## config.mk

```make
export PLATFORM = sky130hd
export DESIGN_NAME = btc_ram
export DESIGN_NICKNAME = d
export VERILOG_FILES = /design/src/rtl/btc_ram.sv
export SDC_FILE = /design/constraint.sdc
export NUM_CORES = 1
export LEC_CHECK = 0
export BUFFER_PORTS_ARGS = -buffer_cell sky130_fd_sc_hd__buf_2
export CAP_MARGIN = 0
export CORE_UTILIZATION = 54
export DETAILED_ROUTE_END_ITERATION = 10
export PLACE_DENSITY = 0.76
export SLEW_MARGIN = 10
export SYNTH_ARGS = -nofsm -noshare
export SYNTH_HDL_FRONTEND = slang
export SYNTH_SLANG_ARGS = --single-unit
```

## constraint.sdc

```tcl
create_clock -name clk -period 1.75 [get_ports clk]
set_input_delay 0.175 -clock clk [delete_from_list [all_inputs] [get_ports clk]]
set_output_delay 0.175 -clock clk [all_outputs]
set_load 0.05 [all_outputs]
```

## src/rtl/btc_ram.sv

```systemverilog
// Generic single-port-write, single-port-read RAM with registered read data.
`default_nettype none

module btc_ram #(
    parameter int unsigned WIDTH = 8,
    parameter int unsigned DEPTH = 16
) (
    input  wire logic                                    clk,
    input  wire logic                                    we,
    input  wire logic [((DEPTH > 1) ? $clog2(DEPTH) : 1)-1:0] waddr,
    input  wire logic [WIDTH-1:0]                        wdata,
    input  wire logic                                    re,
    input  wire logic [((DEPTH > 1) ? $clog2(DEPTH) : 1)-1:0] raddr,
    output logic      [WIDTH-1:0]                        rdata
);

    logic [WIDTH-1:0] mem_reg [DEPTH];
    logic [WIDTH-1:0] rdata_reg;

    // Write port
    always_ff @(posedge clk)
    begin
        if (we)
        begin
            mem_reg[waddr] <= wdata;
        end
    end

    // Registered read port; hold data when not reading
    always_ff @(posedge clk)
    begin
        if (re)
        begin
            rdata_reg <= mem_reg[raddr];
        end
    end

    assign rdata = rdata_reg;

endmodule

`default_nettype wire
```

==> results of run 1 <==
## logic make-up after synthesis
kind of cell,share of synthesized area [%]
compound gates,2.30
buf+inv,1.65
flops,78.1
mux,14.8
simple gates,3.14
## worst paths after layout
path | to | start
worst min register to register | rdata[2] | mem_reg[9][2]
worst max register to register | rdata[7] | mem_reg[9][7]
worst min-delay path | rdata[0] | re
worst max-delay path | rdata[7] | mem_reg[9][7]
## cells in the final DEF, fill, tap and decap left out
cell / count
clkbuf_8: 1
clkbuf_16: 16
edfxtp_1: 136
and2b_1: 1
nand2b_1: 2
nor2_1: 13
a22oi_1: 16
clkinv_2: 2
buf_4: 20
nand3b_1: 2
nor3_1: 4
buf_12: 2
nand3_1: 1
and2_1: 1
clkinv_1: 2
clkbuf_1: 1
or3b_2: 1
nor2b_1: 1
clkinv_4: 3
mux4_1: 14
nand2_1: 9
mux4_2: 18
bufinv_16: 3
clkinvlp_4: 3
buf_2: 26
## worst max-delay path: stages (launching register included)
cell and delay (ps):
edfxtp_1 380, mux4_2 480, a22oi_1 320, nand2_1 100
## power by group through the flow
stage	registers (mW)	logic [mW]	clock network (mW)
2_1_floorplan	3.81	0.185	0
3_3_place_gp	3.75	0.382	0
3_5_place_dp	3.76	0.388	0
4_1_cts	3.69	0.392	3.45
5_1_grt	3.70	0.414	3.58
6_report	3.69	0.388	3.41
## metrics by stage
step                hold WS (ps)  worst slack [ps]  instance area (µm²)  util, %  power (mW)
floorplan                    274              82.1                 5230        -        3.99
global placement             560              25.9                 5620     60.3        4.14
detailed placement           555              11.9                 5620     60.3        4.15
CTS                         16.1               216                 6200     66.4        7.54
global route                9.20               205                 6200     66.4        7.69
finish                      32.4               211                 6200     66.4        7.49
## layout make-up
class	instances	area (µm²)	share of cell area, %
clock inverter	13	156	2.52
multi-input combinational	83	1060	17.1
tap	129	161	2.60
timing repair buffer	48	320	5.17
clock buffer	18	418	6.74
sequential	136	4080	65.9
## metal layers
metal / GRT usage (%) / routed length (µm)
met1: 29.6 / 3930
met2: 33.9 / 4930
met3: 5.99 / 844
met4: 9.36 / 134
met5: 0 / 0
==> out/metrics.csv, run 1 <==
metric,value,unit
largest_reg_flops,128,
yosysMostFrequentCell,edfxtp_1,
power_frac_clock,45.5,%
setup_viol,0,
fill_cells,584,
clockBufferDepth,2,
gp_congestion,0.719,
htreeDepth,4,
slew_viol_final,0,
die_height,100,µm
rrSetupSlack,210,ps
status,"complete, no violations",
grtUsageTotal,21.9,%
hp-class,primary input to register,
grt_pass1_vias,2485,
worst_setup_path_end_kind,register,
dpl.hpwl,5880,µm
grt_pass1_wl,14600,µm
max_freq,0.650,GHz
avgSynthCellArea,22.8,µm²
cp.required,2000,ps
vias,2472,
ys_ff_latch,136,
synthTopCellsByArea,"edfxtp_1 78%, mux4_2 7.8%, mux4_1 7.0%",
yosys.area.top_type_share,78.1,%
start_util,56.0,%
cts_hold_buf,0,
drive_gt1_share,31.9,%
fin_crit_sh,87.9,%
switching_share,20.3,%
clock_skew,8.72,ps
clockRootBuffer,clkbuf_8,
grt_max_degree,33,
gr-total-overflow,0,
p_leak,2.11,nW
syn2layout_area_growth,18.5,%
synthesis.nets,248,
ff2ff_path_depth,3,
relSlewSlack,73.7,%
seqPwrFrac,49.3,%
fp.coreArea,9330,µm²
crit_arrival,1790,ps
drt-initial-drc-count,199,
async_reset_ff_share,0,%
final_nets,305,
port_buffers,26,
comb_power_share,5.2,%
first_pass_iters,5,
final_cells,427,
hold_violations,0,
synth-edff-count,136,
mappedNetlistArea,5230,µm²
post-route-min-period,1540,ps
cts_sinks,136,
drv_cap,0,
wl_per_cell,23.0,µm
hold_depth,1,
path_class,register to register,
die_w,100,µm
routed_wl,9840,µm
vias_per_cell,5.79,
core.rowCount,35,
diodes,0,
antenna_found_initial,0,
ys_seq_area_share,78.1,%
internal_power,5.97,mW
startpoint_type,register,
clk-insertion-delay-late,510,ps
syn_inst,229,
vdd_drop_max,0.596,mV
synth-warning-count,0,
post_cts_buffers,0,
cts_tree,done,
synthTopCellsByCount,"136 x edfxtp_1, 18 x mux4_2, 16 x a22oi_1",
drc,0,
yosysTopAreaCell,edfxtp_1,
io_pins,27,
numCtsBuffers,17,
drtAntennaViolNets,0,
dieArea,10100,µm²
critPathMaxFanout,1,
synthFlopType,edfxtp_1,
powerDensity,1210,nW/µm²
rsz0062_at_grt,no,
clk_pin_slew,60,ps
worst_pin_slew,395,ps
ctsResizeCount,0,
switchingPower,1.52,mW
placed_cells,396,
tns,0,ps
synth_cell_types,18,
No activity file was read; power rests on OpenSTA's default activity.
==> run 2: changes to the inputs <==
--- a/config.mk
+++ b/config.mk
@@ -5,11 +5,12 @@
 export SDC_FILE = /design/constraint.sdc
 export NUM_CORES = 1
 export LEC_CHECK = 0
+export ABC_AREA = 1
 export BUFFER_PORTS_ARGS = -buffer_cell sky130_fd_sc_hd__buf_2
-export CAP_MARGIN = 0
-export CORE_UTILIZATION = 54
+export CORE_MARGIN = 2
+export CORE_UTILIZATION = 55
 export DETAILED_ROUTE_END_ITERATION = 10
-export PLACE_DENSITY = 0.76
+export PLACE_DENSITY = 0.77
 export SLEW_MARGIN = 10
 export SYNTH_ARGS = -nofsm -noshare
 export SYNTH_HDL_FRONTEND = slang
==> out/metrics.csv, run 2 <==
metric,value,unit,change
status,"complete, no violations",,
crit_family,flip-flops,,
gp_congestion,0.841,,+17%
post-route-min-period,1380,ps,-155 ps
switching_share,21.4,%,+1.1 points
max_freq,0.723,GHz,+11%
fp.coreArea,10300,µm²,+11%
clockRootBuffer,clkbuf_8,,
wl_per_cell,17.5,µm,-24%
synthesis.nets,570,,+130%
ff2ff_path_depth,6,,+3
relSlewSlack,58.5,%,-15 points
hold_depth,1,,unchanged
drtAntennaViolNets,0,,unchanged
critPathMaxFanout,1,,unchanged
yosysTopAreaCell,edfxtp_1,,
grt_pass1_vias,3937,,+58%
slew_viol_final,0,,unchanged
start_util,56.6,%,+0.59 points
synth-edff-count,136,,unchanged
fill_cells,769,,+32%
synthFlopType,edfxtp_1,,
worst_pin_slew,622,ps,+227 ps
tns,0,ps,unchanged
vdd_drop_max,0.592,mV,-0.67%
critical_path_cell_count,1,,-2
synth-warning-count,0,,unchanged
syn_inst,551,,+140%
switchingPower,1.62,mW,+6.1%
die_w,107,µm,+6.7%
fin_crit_sh,79.0,%,-8.9 points
worstPathCellList,buf_2,,
dpl.hpwl,7980,µm,+36%
syn2layout_area_growth,15.3,%,
path_buf_inv,1,,+1
p_leak,2.93,nW,+39%
path_class,register to output pin,,
synthTopCellsByCount,"173 x nand2_1, 136 x edfxtp_1, 100 x inv_1",,
internal_power,5.94,mW,-0.43%
placed_cells,711,,+80%
diodes,0,,unchanged
first_pass_iters,4,,-1
ys_seq_area_share,69.8,%,-8.3 points
io_pins,27,,unchanged
vias,3937,,+59%
htreeDepth,4,,unchanged
yosysMostFrequentCell,nand2_1,,
power_frac_clock,44.5,%,-1.0 points
grt_max_degree,65,,+97%
port_buffers,26,,unchanged
yosys.area.top_type_share,69.8,%,-8.3 points
synth_cell_types,11,,-7
hold_violations,0,,unchanged
grtUsageTotal,24.9,%,+3.1 points
powerDensity,1120,nW/µm²,-7.2%
cp.required,1570,ps,-430 ps
slowest_delay,390,ps,-90 ps
core.rowCount,37,,+5.7%
worst_setup_path_end_kind,output pin,,
vias_per_cell,5.30,,-8.5%
async_reset_ff_share,0,%,unchanged
cts_tree,done,,
drt-initial-drc-count,301,,+51%
antenna_found_initial,0,,unchanged
numCtsBuffers,17,,unchanged
largest_reg_flops,128,,unchanged
mappedNetlistArea,5850,µm²,+12%
final_cell_mix,"173 x nand2_1, 136 x edfxtp_1, 100 x inv_1, 97 x nand3_1, 26 x buf_2",,
synthTopCellsByArea,"edfxtp_1 70%, nand2_1 11%, nand3_1 8.3%",,
drive_gt1_share,12.4,%,-20 points
ctsResizeCount,0,,unchanged
rsz0062_at_grt,no,,
clock_skew,6.57,ps,-2.15 ps
final_nets,613,,+100%
layout_commonest_cell,nand2_1,,
drc,0,,unchanged
setup_viol,0,,unchanged
clk_pin_slew,60,ps,about the same
die_height,107,µm,+6.7%
avgSynthCellArea,10.6,µm²,-54%
seqPwrFrac,48.9,%,-0.4 points
grt_pass1_wl,20500,µm,+40%
final_cells,743,,+74%
startpoint_type,register,,
crit_slowest_cell,edfxtp_1,,
dieArea,11500,µm²,+14%
routed_wl,13000,µm,+32%
hp-class,primary input to register,,
cts_sinks,136,,unchanged
cts_hold_buf,0,,unchanged
ys_ff_latch,136,,unchanged
crit_arrival,1210,ps,-580 ps
comb_power_share,6.6,%,+1.4 points
gr-total-overflow,0,,unchanged
clk-insertion-delay-late,530,ps,+20 ps
post_cts_buffers,0,,unchanged
drv_cap,0,,unchanged
clockBufferDepth,2,,unchanged
-- run 2: changes by cell type in the layout (fill, tap and decap cells not counted), sizes merged, moves of 2 or more --
cell / delta
clkbuf: +2
nor3: -4
mux4: -32
inv: +102
nand3: +96
clkinvlp: -2
a22oi: -16
nand2b: -2
nand2: +164
nor2: +4
-- run 2: worst paths after layout --
check / startpoint / end / slack, ps
max reg2reg: mem_reg[1][2] / rdata[2] / 570
min: re / rdata[2] / 40
max: rdata[0] / rdata[0] / 370
min reg2reg: mem_reg[12][2] / rdata[2] / 740
-- run 2: layer usage --
layer	wire [µm]	GRT usage, %
met3	1220	7.23
met4	362	10.8
met5	0	0
met1	5050	31.5
met2	6350	40.1
-- run 2: stage by stage --
stage	power [mW]	util (%)	area, µm²	worst slack [ps]	hold WS, ps
6_report	7.56	65.3	6740	367	39.0
5_1_grt	7.78	65.3	6740	333	12.3
4_1_cts	7.60	65.3	6740	340	1.23
3_5_place_dp	4.26	59.9	6180	338	562
3_3_place_gp	4.24	59.9	6180	384	570
2_1_floorplan	4.07	-	5850	624	274
-- run 2: kinds of logic after synthesis --
kind of cell	count (synthesis)	synth area share (%)
buffers and inverters	126	9.39
DFF	136	69.8
and+or+nand+nor	289	20.8
-- run 2: final cells by class --
class | count | area (µm²) | share of cell area, %
inverters | 102 | 383 | 5.68
well taps | 136 | 170 | 2.52
clock inverters | 12 | 133 | 1.97
repair buffers | 48 | 333 | 4.94
flip-flops and latches | 136 | 4080 | 60.6
clock buffers | 20 | 425 | 6.31
multi-input cells | 289 | 1210 | 18.0
-- run 2: power groups by stage --
| stage | logic (mW) | registers (mW) | clock network, mW |
|---|---|---|---|
| floorplan | 0.257 | 3.81 | 0 |
| global placement | 0.479 | 3.76 | 0 |
| detailed placement | 0.495 | 3.76 | 0 |
| CTS | 0.499 | 3.70 | 3.41 |
| global route | 0.550 | 3.70 | 3.53 |
| finish | 0.498 | 3.70 | 3.36 |
